File: config.mk
export PLATFORM = sky130hd
export DESIGN_NAME = spmd_ctrl
export DESIGN_NICKNAME = d
export VERILOG_FILES = /design/src/rtl/core/spmd_pkg.sv /design/src/rtl/core/spmd_ctrl.sv
export SDC_FILE = /design/constraint.sdc
export NUM_CORES = 1
export LEC_CHECK = 0
export ABC_AREA = 0
export BUFFER_PORTS_ARGS = -buffer_cell sky130_fd_sc_hd__buf_2
export CORE_MARGIN = 3
export CORE_UTILIZATION = 55
export DETAILED_ROUTE_END_ITERATION = 8
export PLACE_DENSITY = 0.8
export SETUP_SLACK_MARGIN = 0.05
export SYNTH_ARGS = -nofsm -noshare
export SYNTH_HDL_FRONTEND = slang
export SYNTH_SLANG_ARGS = --single-unit
File: constraint.sdc
create_clock -name i_clk -period 4.71 [get_ports i_clk]
set_clock_uncertainty 0.1 [all_clocks]
set_input_delay 0.471 -clock i_clk [delete_from_list [all_inputs] [get_ports i_clk]]
set_output_delay 0.471 -clock i_clk [all_outputs]
set_load 0.005 [all_outputs]
File: src/rtl/core/spmd_pkg.sv
`timescale 1ns / 1ps
// spmd_pkg: widths, types, command and status structs for the segment pair distance unit
// no dependencies

package spmd_pkg;

    localparam int COORD_W    = 16;
    localparam int FRAC_W     = 20;
    localparam int MAX_ROUNDS = 32;
    localparam int ROUND_W    = $clog2(MAX_ROUNDS + 1);

    localparam int DEL_W  = 17;
    localparam int ZC_W   = 30;
    localparam int RAT_W  = FRAC_W + 1;
    localparam int R_W    = RAT_W + 1;
    localparam int DSE_W  = COORD_W + 1;
    localparam int PROD_W = DSE_W + R_W;
    localparam int P_W    = PROD_W + 3;
    localparam int U_W    = P_W - 1;
    localparam int L_W    = (U_W + 1) / 2;
    localparam int H_W    = U_W - L_W;
    localparam int ACC_W  = 2 * U_W;
    localparam int DIST_W = 64;
    localparam int SQ_W   = 54;
    localparam int CEIL_W = 17;
    localparam int ROOT_W = CEIL_W + 1;
    localparam int X_W    = SQ_W - FRAC_W;
    localparam int K_W    = $clog2(ROOT_W);

    localparam logic [RAT_W-1:0] ONE_Q = RAT_W'(1) << FRAC_W;

    typedef logic signed [COORD_W-1:0] t_coord;
    typedef t_coord t_cvec [3];
    typedef logic signed [P_W-1:0] t_pq;
    typedef t_pq t_pvec [3];

    typedef enum logic [2:0] {
        R_MID, R_UP, R_DN, R_ONE, R_ZERO
    } t_rsel;

    typedef enum logic [1:0] {
        M_HOLD, M_BS, M_BE, M_PT
    } t_msel;

    typedef enum logic [1:0] {
        DST_NONE, DST_C, DST_UP, DST_DN
    } t_dst;

    typedef enum logic [4:0] {
        S_IDLE, S_EP_SET, S_EP_START, S_EP_WAIT, S_EP_MIN, S_RND_INIT,
        S_SRCH_INIT, S_MID, S_MID_WAIT, S_UP_START, S_UP_WAIT, S_DN_START,
        S_DN_WAIT, S_DECIDE, S_FIN_START, S_FIN_WAIT, S_PT_A, S_RND_CHK,
        S_ROOT_START, S_ROOT_WAIT, S_OUT
    } t_state;

    typedef enum logic [2:0] {
        DP_IDLE, DP_MUL, DP_DIF, DP_SQ0, DP_SQ1, DP_SQ2, DP_ADD
    } t_dphase;

    typedef enum logic [1:0] {
        RT_IDLE, RT_BIT, RT_FIX
    } t_rphase;

    typedef struct packed {
        logic  capture;
        t_msel msel;
        logic  eval_start;
        logic  seg;
        t_rsel rsel;
        t_dst  dst;
        logic  search_init;
        logic  search_step;
        logic  best_load;
        logic  best_min;
        logic  root_start;
        logic  out_load;
        logic  exhausted;
    } t_dp_cmd;

    typedef struct packed {
        logic eval_busy;
        logic eval_done;
        logic stop_now;
        logic flat;
        logic c_lt_best;
        logic root_done;
        logic out_busy;
    } t_dp_sts;

    function automatic t_pq coord_to_q(input t_coord c);
        coord_to_q = {{(P_W - COORD_W - FRAC_W){c[COORD_W-1]}}, c, {FRAC_W{1'b0}}};
    endfunction

endpackage

File: src/rtl/core/spmd_ctrl.sv
`timescale 1ns / 1ps
// spmd_ctrl: sequencer for endpoint seeding, alternating bisection searches and rounding
// uses spmd_pkg

module spmd_ctrl (
    input  logic              i_clk,
    input  logic              i_rst_n,
    input  logic              i_in_valid,
    output logic              o_in_ready,
    output spmd_pkg::t_dp_cmd o_cmd,
    input  spmd_pkg::t_dp_sts i_sts
);

    spmd_pkg::t_state r_state, n_state;
    logic [1:0]                     r_ep, n_ep;
    logic [spmd_pkg::ROUND_W-1:0]   r_round, n_round;
    logic                           r_seg, n_seg;
    logic                           r_exh, n_exh;

    always_ff @(posedge i_clk) begin
        if (!i_rst_n) begin
            r_state <= spmd_pkg::S_IDLE;
            r_ep    <= '0;
            r_round <= '0;
            r_seg   <= 1'b0;
            r_exh   <= 1'b0;
        end else begin
            r_state <= n_state;
            r_ep    <= n_ep;
            r_round <= n_round;
            r_seg   <= n_seg;
            r_exh   <= n_exh;
        end
    end

    always_comb begin
        n_state = r_state;
        n_ep    = r_ep;
        n_round = r_round;
        n_seg   = r_seg;
        n_exh   = r_exh;
        o_in_ready      = 1'b0;
        o_cmd           = '0;
        o_cmd.seg       = r_seg;
        o_cmd.exhausted = r_exh;
        case (r_state)
            spmd_pkg::S_IDLE: begin
                o_in_ready = 1'b1;
                if (i_in_valid) begin
                    o_cmd.capture = 1'b1;
                    n_ep    = '0;
                    n_seg   = 1'b0;
                    n_state = spmd_pkg::S_EP_SET;
                end
            end
            spmd_pkg::S_EP_SET: begin
                o_cmd.msel = r_ep[0] ? spmd_pkg::M_BE : spmd_pkg::M_BS;
                n_state    = spmd_pkg::S_EP_START;
            end
            spmd_pkg::S_EP_START: begin
                o_cmd.eval_start = 1'b1;
                o_cmd.rsel       = r_ep[1] ? spmd_pkg::R_ZERO : spmd_pkg::R_ONE;
                n_state          = spmd_pkg::S_EP_WAIT;
            end
            spmd_pkg::S_EP_WAIT: begin
                o_cmd.dst = spmd_pkg::DST_C;
                if (i_sts.eval_done) n_state = spmd_pkg::S_EP_MIN;
            end
            spmd_pkg::S_EP_MIN: begin
                if (r_ep == 2'd0) o_cmd.best_load = 1'b1;
                else              o_cmd.best_min  = 1'b1;
                n_ep    = r_ep + 2'd1;
                n_state = (r_ep == 2'd3) ? spmd_pkg::S_RND_INIT : spmd_pkg::S_EP_SET;
            end
            spmd_pkg::S_RND_INIT: begin
                o_cmd.msel = spmd_pkg::M_BS;
                n_round    = '0;
                n_seg      = 1'b0;
                n_state    = spmd_pkg::S_SRCH_INIT;
            end
            spmd_pkg::S_SRCH_INIT: begin
                o_cmd.search_init = 1'b1;
                n_state           = spmd_pkg::S_MID;
            end
            spmd_pkg::S_MID: begin
                if (i_sts.stop_now) begin
                    n_state = spmd_pkg::S_FIN_START;
                end else begin
                    o_cmd.eval_start = 1'b1;
                    o_cmd.rsel       = spmd_pkg::R_MID;
                    n_state          = spmd_pkg::S_MID_WAIT;
                end
            end
            spmd_pkg::S_MID_WAIT: begin
                o_cmd.dst = spmd_pkg::DST_C;
                if (i_sts.eval_done) n_state = spmd_pkg::S_UP_START;
            end
            spmd_pkg::S_UP_START: begin
                o_cmd.eval_start = 1'b1;
                o_cmd.rsel       = spmd_pkg::R_UP;
                n_state          = spmd_pkg::S_UP_WAIT;
            end
            spmd_pkg::S_UP_WAIT: begin
                o_cmd.dst = spmd_pkg::DST_UP;
                if (i_sts.eval_done) n_state = spmd_pkg::S_DN_START;
            end
            spmd_pkg::S_DN_START: begin
                o_cmd.eval_start = 1'b1;
                o_cmd.rsel       = spmd_pkg::R_DN;
                n_state          = spmd_pkg::S_DN_WAIT;
            end
            spmd_pkg::S_DN_WAIT: begin
                o_cmd.dst = spmd_pkg::DST_DN;
                if (i_sts.eval_done) n_state = spmd_pkg::S_DECIDE;
            end
            spmd_pkg::S_DECIDE: begin
                if (i_sts.flat) begin
                    n_state = spmd_pkg::S_FIN_START;
                end else begin
                    o_cmd.search_step = 1'b1;
                    n_state           = spmd_pkg::S_MID;
                end
            end
            spmd_pkg::S_FIN_START: begin
                // blend the point at the chosen ratio
                o_cmd.eval_start = 1'b1;
                o_cmd.rsel       = spmd_pkg::R_MID;
                n_state          = spmd_pkg::S_FIN_WAIT;
            end
            spmd_pkg::S_FIN_WAIT: begin
                o_cmd.dst = spmd_pkg::DST_C;
                if (i_sts.eval_done) n_state = r_seg ? spmd_pkg::S_RND_CHK : spmd_pkg::S_PT_A;
            end
            spmd_pkg::S_PT_A: begin
                o_cmd.msel = spmd_pkg::M_PT;
                n_seg      = 1'b1;
                n_state    = spmd_pkg::S_SRCH_INIT;
            end
            spmd_pkg::S_RND_CHK: begin
                if (i_sts.c_lt_best) begin
                    o_cmd.best_load = 1'b1;
                    o_cmd.msel      = spmd_pkg::M_PT;
                    if (r_round == spmd_pkg::ROUND_W'(spmd_pkg::MAX_ROUNDS - 1)) begin
                        n_exh   = 1'b1;
                        n_state = spmd_pkg::S_ROOT_START;
                    end else begin
                        n_round = r_round + 1'b1;
                        n_seg   = 1'b0;
                        n_state = spmd_pkg::S_SRCH_INIT;
                    end
                end else begin
                    n_exh   = 1'b0;
                    n_state = spmd_pkg::S_ROOT_START;
                end
            end
            spmd_pkg::S_ROOT_START: begin
                o_cmd.root_start = 1'b1;
                n_state          = spmd_pkg::S_ROOT_WAIT;
            end
            spmd_pkg::S_ROOT_WAIT: begin
                if (i_sts.root_done) n_state = spmd_pkg::S_OUT;
            end
            spmd_pkg::S_OUT: begin
                if (!i_sts.out_busy) begin
                    o_cmd.out_load = 1'b1;
                    n_state        = spmd_pkg::S_IDLE;
                end
            end
            default: n_state = spmd_pkg::S_IDLE;
        endcase
    end

    a_eval_idle: assert property (@(posedge i_clk) disable iff (!i_rst_n)
        o_cmd.eval_start |-> !i_sts.eval_busy)
        else $error("distance unit started while busy");

    a_out_free: assert property (@(posedge i_clk) disable iff (!i_rst_n)
        o_cmd.out_load |-> !i_sts.out_busy)
        else $error("output register overwritten before transfer");

    a_round_range: assert property (@(posedge i_clk) disable iff (!i_rst_n)
        r_round <= spmd_pkg::ROUND_W'(spmd_pkg::MAX_ROUNDS - 1))
        else $error("round counter beyond limit");

    a_done_waits: assert property (@(posedge i_clk) disable iff (!i_rst_n)
        o_cmd.capture |=> (r_state == spmd_pkg::S_EP_SET) && !o_in_ready)
        else $error("input taken while an item is in work");

endmodule

Word level (Yosys, flattened, before mapping)

Index checks and enable logic that the tools add are counted.

Muxes and demuxes: 48
Equal/unequal tests: 33
Add/sub/neg operators: 2
Reduce and logical (&&, ||, !) cells: 13

Operators by type and width:

| kind                                                 | number |
|---|---|
| one-hot mux 5 bit (20 select lines)                  | 1 |
| two-way mux 5 bit                                    | 10 |
| equality test 5 x 4 -> 1 bit (second input constant) | 8 |
| equality test 5 bit (second input constant)          | 5 |
| equality test 5 x 3 -> 1 bit (second input constant) | 4 |
| two-way mux 1 bit                                    | 20 |
| inequality test 2 bit (second input constant)        | 10 |
| two-way mux 6 bit                                    | 2 |
| one-hot mux 6 bit (2 select lines)                   | 1 |
| equality test 5 x 2 -> 1 bit (second input constant) | 2 |
| two-way mux 3 bit                                    | 3 |
| one-hot mux 3 bit (3 select lines)                   | 1 |
| one-hot mux 2 bit (4 select lines)                   | 1 |
| AND reduction 8 bit                                  | 1 |
| adder 6 x 1 -> 6 bit (second input constant)         | 1 |
| equality test 6 x 5 -> 1 bit (second input constant) | 1 |
| two-way mux 2 bit                                    | 3 |
| one-hot mux 2 bit (3 select lines)                   | 1 |
| equality test 5 x 1 -> 1 bit (second input constant) | 1 |
| zero test 5 bit                                      | 1 |
| two-way mux 4 bit                                    | 1 |
| one-hot mux 1 bit (2 select lines)                   | 2 |
| one-hot mux 1 bit (4 select lines)                   | 1 |
| one-hot mux 2 bit (2 select lines)                   | 1 |
| 12 further kinds                                     | 14 |

Input port bits: 10
Word-level logic and storage cells: 101
Output and inout port bits: 18
Register bits after elaboration: 15

Depth between registers and ports, before layout

Gate-level depths: netlist of the first run.

Word-level depth: 4
Depth in mapped cells: 7
Depth with buffers taken out: 6

Worst setup path before layout of the first run

No wires, ideal clock.

Kind: reg-to-output
Start: reg r_state[0]
End: out o_cmd[9] in the netlist's numbering
Arrival: 1.382 ns
Setup slack: 2.757 ns
Stages on the path, launching flop included: 7
Path through: dfxtp_1 > clkbuf_1 > buf_2 > buf_2 > nand2_1 > o32a_1 > nor3_1

RTL lines:

| what                   | line            | source |
|---|---|---|
| start, declared        | spmd_ctrl.sv:14 | `spmd_pkg::t_state r_state, n_state;` |
| start signal, assigned | spmd_ctrl.sv:22 | `r_state <= spmd_pkg::S_IDLE;` |
| start signal, assigned | spmd_ctrl.sv:28 | `r_state <= n_state;` |
| end, declared          | spmd_ctrl.sv:10 | `output spmd_pkg::t_dp_cmd o_cmd,` |

==> metrics.txt, run 1 <==
Reg2Reg Capture Point r_state[1]; worst-path maximum fanout 31; wire per inst 14.2 microns; Post-synth EDFFs 0; RSZ-0062 raised after global routing no; Worst Max-Slew Pin Slew 0.994 ns; share of post-route cells with drive strength above 1 18.2%; slowest CP cell dfxtp_1; Worst Path Arrival 2.36 ns; CP Buf/Inv Count 1; top_reg_cell synth dfxtp_1; Peak supply drop 0.000192 V; H-tree Lvls 1; drt total wl 3.21 mm; R2R Setup Slk 2.29 ns; post-synthesis sequential area ratio 22.6%; DR vias/cell 6.16; Finished Cell Area 1450 sq um; Clk network pwr share 17.8%; worst hold start r_round[1]; worst hold slack 0.380 ns; first-pass GRT wire length 4.96 mm; relative slew slack 33.6%; max_cap viols 0; Largest delay share family, worst path flip-flops; diode count 0; final setup vio count 0; Fmax 342 MHz; Nets 212; Initial Util 58.9%; post-CTS resize count 0; Cell Chain, Critical Path nand2_1 -> nor3b_1 -> nor3b_1 -> buf_2; post-synthesis net count 196; status finished, final reports clean; row count 17; post-synthesis cell area 1330 sq um; DR iter-0 viols 46; DR DRC count 0; drt pass-1 iters 4; largest net degree at the start of global routing 33; Max Slew Vio Count 0; TritonCTS Buffers 3; Placed Area 1420 sq um; hold crit path type reg2reg; global-route usage over all layers 22.3%; Post-synth ARST share 0%; sw frac 42.5%; clock latency at the later pin of the worst-skew pair 0.30 ns; Leak Pwr 0.560 nW; Pwr Density 312 nW/um^2; vias in the first global route 1121; cells on worst reg2reg path 5; commonest cells after routing, fill and taps aside 26 x buf_2, 16 x nor2_1, 15 x dfxtp_1; initial antenna violation count 0; DIE AREA 3040 sq um; Synth Instances 183; Non-Filler Instances 226; Post-Place Cells 222; share of power burned in registers 41.6%; CP Class reg2out; Detailed Place HPWL 2.22 mm; gpl congestion 0.875; core area 2250 sq um; Final Util 64.4%; Clock Sink Count 15; syn avg cell area 7.25 sq um; Port Buf Inserts 26; Final period util 62.1%; combinational share of power 40.6%; Critical Path RT 4.14 ns; slowest cell delay on critical path 0.97 ns; Seq cells post-synth 15; internal power 0.000260 W; Yosys cell types 51; synth warn 0; final hold vios 0; Worst Setup End Kind output pin; Die Width 55.1 microns; clock buffer depth 2; cell repeated most along the worst path nor3b_1; Min-Delay Endpoint r_round[1]; hold path depth 2; Worst-path clk slew 0.10 ns; filler cell count 224; post-CTS setup buffer count 0; antenna viol nets, final 0; Syn-to-layout area delta 9.42%; total global routing overflow 0; most common cell after layout, fill and taps aside buf_2; Root Buffer clkbuf_4; I/O pin total 28; setup TNS 0 ns; CTS tree done; RR Startpoint r_state[0]; # hold bufs at CTS 0; Chip Height 55.1 microns; via count 1392; Psw 0.000192 W; Critical Path Source Type flop; Period minus WS final 2.93 ns
power by group through the flow:
stage               registers [W]  clock network [W]  logic (W)
detailed placement       0.000188                  0   0.000183
CTS                      0.000186          0.0000840   0.000184
global placement         0.000187                  0   0.000179
global route             0.000193          0.0000915   0.000208
finish                   0.000188          0.0000806   0.000184
floorplan                0.000146                  0   0.000178
kinds of logic (layout without fill, tap and decap cells):
family,Yosys count,count (layout),share of synthesized area (%)
buffers and inverters,23,38,7.54
AOI/OAI and AO/OA,48,48,26.3
DFF,15,15,22.6
muxes,1,1,0.754
xor gates and xnor gates,7,7,4.62
adders and majority gates,3,3,2.83
and+or+nand+nor,86,86,35.3
cells in the mapped netlist (2+ instances only):
library cell,count,area (sq um)
a2111oi_1,2,20.0
a21boi_1,3,22.5
a21oi_1,12,60.1
a31oi_1,2,12.5
and2_1,2,12.5
and3_1,3,18.8
buf_2,5,25.0
buf_4,2,15.0
clkbuf_1,7,26.3
dfxtp_1,15,300
ha_1,3,37.5
inv_1,8,30.0
nand2_1,13,48.8
nand2b_1,10,62.6
nand3_1,7,35.0
nand3b_1,3,22.5
nor2_1,16,60.1
nor2b_1,6,37.5
nor3_1,11,55.1
nor3b_1,3,22.5
o21a_1,2,15.0
o21ai_0,11,55.1
o22ai_1,2,12.5
or3_1,3,18.8
xnor2_1,6,52.6
routing by layer:
layer / routed length [microns] / GRT usage (%)
met5: 0 / 0
met4: 29 / 8.10
met3: 161 / 3.75
met2: 1570 / 35.0
met1: 1440 / 30.3
worst max path at each step:
stage / cells after the start / to / from / slack, ns
6_report: 4 / o_cmd[5] / r_state[0] / 1.78
5_1_grt: 4 / o_cmd[5] / r_state[0] / 1.54
4_1_cts: 4 / o_cmd[5] / r_state[0] / 1.82
3_5_place_dp: 4 / o_cmd[5] / r_state[0] / 2.17
3_3_place_gp: 4 / o_cmd[5] / r_state[0] / 2.24
2_1_floorplan: 6 / o_cmd[9] / r_state[0] / 2.76
layout make-up:
cell class	count	area [sq um]	share of cell area [%]
multi-input combinational	145	927	63.8
sequential	15	300	20.7
timing repair buffer	26	130	8.96
tap	28	35.0	2.41
inverter	8	30.0	2.07
clock buffer	3	22.5	1.55
clock inverter	1	7.51	0.517
flip-flops by register name, summed over array words and instances, names as in the netlist:
register,flops
r_seg,1
r_exh,1
r_state,5
r_ep,2
r_round,6
worst reg2reg max path: stages (launching register included):
cell	delay, ns
dfxtp_1	0.97
nor2b_1	0.15
a32o_1	0.28
a221oi_4	0.45
o221ai_1	0.19
o211a_1	0.18
stage by stage:
stage	total power [W]	setup slack, ns
after floorplan	0.000324	2.76
after global placement	0.000366	2.24
after detailed placement	0.000371	2.17
after CTS	0.000453	1.82
after global routing	0.000493	1.54
final	0.000453	1.78
Power figures use the tool's default switching activity.
==> run 2: changes to the inputs <==
Settings changed: ABC_AREA 0 to 1, CORE_UTILIZATION 55 to 53, PLACE_DENSITY 0.8 to 0.79.
Clock period 4.71 ns to 2.7 ns, I/O delays scaled along.
==> run 2 against run 1 <==
Compared with the run above: highest routed layer unchanged; non-clock buffer count stayed put; synthesized area is 9.1% lower; register-to-register slack worse by 1.5 ns; critical path depth up 1.
==> metrics.txt, run 2 <==
status finished, final reports clean; relative slew slack 69.3% (+36 points); Yosys cell types 27 (-47%); commonest cells after routing, fill and taps aside 57 x nand2_1, 32 x inv_1, 26 x buf_2; area fraction of the dominant cell type after synthesis 24.9% (+2.3 points); vias in the first global route 1167 (+4.1%); Worst-path clk slew 0.09 ns (about the same); Worst Max-Slew Pin Slew 0.459 ns (-0.535 ns); syn avg cell area 6.00 sq um (-17%); Port Buf Inserts 26 (unchanged); synth warn 0 (unchanged); drt total wl 3.08 mm (-3.9%); Post-synth top cells 57 x nand2_1, 32 x inv_1, 19 x nor2_1; max_cap viols 0 (unchanged); worst-path maximum fanout 11 (-65%); Worst Setup End Kind output pin; post-synthesis sequential area ratio 24.9% (+2.3 points); post-CTS setup buffer count 0 (unchanged); setup TNS 0 ns (unchanged); total global routing overflow 0 (unchanged); Post-synth ARST share 0% (unchanged); Period minus WS final 2.05 ns; Chip Height 53.7 microns (-2.6%); core area 2060 sq um (-8.5%); RSZ-0062 raised after global routing no; TritonCTS Buffers 3 (unchanged); top_reg_cell synth dfxtp_1; WL met2 1.42 mm (-10%); share of post-route cells with drive strength above 1 19.9% (+1.7 points); DR iter-0 viols 70 (+52%); post-synth top area cell dfxtp_1; Final period util 75.8%; max reg flops 6 (unchanged); synth top area cells dfxtp_1 25%, nand2_1 18%, inv_1 10%; Clock Sink Count 15 (unchanged); Most flops, register r_round; Max Slew Vio Count 0 (unchanged); gpl congestion 0.874 (about the same); largest net degree at the start of global routing 12 (-64%); first-pass GRT wire length 4.97 mm (+0.26%); I/O pin total 28 (unchanged); wl on met1 1.36 mm (-5.5%); # hold bufs at CTS 0 (unchanged); final setup vio count 0 (unchanged); Syn-to-layout area delta 13.5%; post-synthesis cell area 1210 sq um (-9.1%); DR vias/cell 5.40 (-12%); antenna viol nets, final 0 (unchanged); Fmax 489 MHz; drt pass-1 iters 4 (unchanged); total power draw 0.000564 W (+25%); Post-synth EDFFs 0 (unchanged); CP Class reg2out; Critical Path Source Type flop; Peak supply drop 0.000330 V (+72%); CTS tree done; via count 1366 (-1.9%); Detailed Place HPWL 2.47 mm (+11%); final hold vios 0 (unchanged); initial antenna violation count 0 (unchanged); DR DRC count 0 (unchanged); Nets 240 (+13%); post-CTS resize count 0 (unchanged); Leak Pwr 0.750 nW (+34%); diode count 0 (unchanged); row count 16 (-1); Max Used Layer met4; clock buffer depth 2 (unchanged); count leader, synth nand2_1; Critical Path RT 2.33 ns (-1.81 ns); most common cell after layout, fill and taps aside nand2_1; clock latency at the later pin of the worst-skew pair 0.29 ns (about the same); Pwr Density 412 nW/um^2 (+32%); hold crit path type in2reg; Regs by FF count r_round (6), r_state (5), r_ep (2); Synth Instances 201 (+9.8%); Root Buffer clkbuf_4; post-synthesis net count 214 (+9.2%); Die Width 53.7 microns (-2.6%); metal3 WL 230 microns (+43%); Seq cells post-synth 15 (unchanged); H-tree Lvls 1 (unchanged); DIE AREA 2880 sq um (-5.1%); global-route usage over all layers 24.0% (+1.7 points); Initial Util 58.5% (-0.38 points); Worst Path Arrival 1.68 ns (-0.68 ns); wire per inst 12.2 microns (-14%); R2R Setup Slk 0.84 ns (-1.45 ns)
## run 2: cell types whose count changed after synthesis, moves of 5 or more
cell      delta
inv_1       +24
nand4_1      +5
nand2b_1    -10
xnor2_1      -6
o21ai_0      -5
clkbuf_1     -6
nand3_1      +8
nand2_1     +44
nor2b_1      -6
nor3_1       -8
## run 2: worst paths after layout
| kind | start | end | depth (start not counted) |
|---|---|---|---|
| setup / recovery | r_state[4] | o_cmd[14] | 5 |
| hold / removal | i_rst_n | r_round[0] | 2 |
| setup reg to reg | r_state[4] | r_state[2] | 8 |
| hold reg to reg | r_exh | r_exh | 2 |
## run 2: cell type report
cell class | instances | area [sq um]
flip-flops and latches | 15 | 300
clock buffers | 3 | 22.5
repair buffers | 26 | 130
well taps | 27 | 33.8
multi-input cells | 147 | 749
fillers | 202 | 693
clock inverters | 1 | 5.00
inverters | 34 | 128
## run 2: kinds of logic after synthesis
group | synth area share, %
XOR/XNOR | 0.726
buffers and inverters | 13.0
flip-flops | 24.9
adder cells (fa/ha/maj) | 3.11
AND/OR/NAND/NOR | 44.7
AO/OA/AOI/OAI | 13.6
## run 2: power by group
group | switching (W) | internal (W) | leakage (nW)
clock | 0.0000743 | 0.0000552 | 0.0177
combinational | 0.000120 | 0.0000674 | 0.611
sequential | 0.0000170 | 0.000230 | 0.121
total | 0.000211 | 0.000352 | 0.750
## run 2: layer usage
metal / GRT usage, % / vias up
li1: - / 701
met4: 11.9 / 0
met2: 38.3 / 53
met5: 0 / -
met3: 6.37 / 9
met1: 29.5 / 603
## run 2: through the flow
step / hold WS [ns] / setup slack (ns) / util [%] / cells / area (sq um)
after detailed placement: 0.353 / 0.879 / 65.0 / 249 / 1340
final: 0.133 / 0.654 / 66.4 / 253 / 1370
after CTS: 0.125 / 0.659 / 66.4 / 253 / 1370
after global placement: 0.340 / 0.921 / 65.0 / 249 / 1340
after global routing: 0.139 / 0.550 / 66.4 / 253 / 1370
after floorplan: 0.312 / 1.25 / - / 201 / 1210
## run 2: worst max-delay path: stages (launching register included)
cell       delay, ns
dfxtp_1         0.61
nand2_2         0.17
nor2_4          0.22
nand2_1         0.13
o2111ai_1       0.11
buf_2           0.14
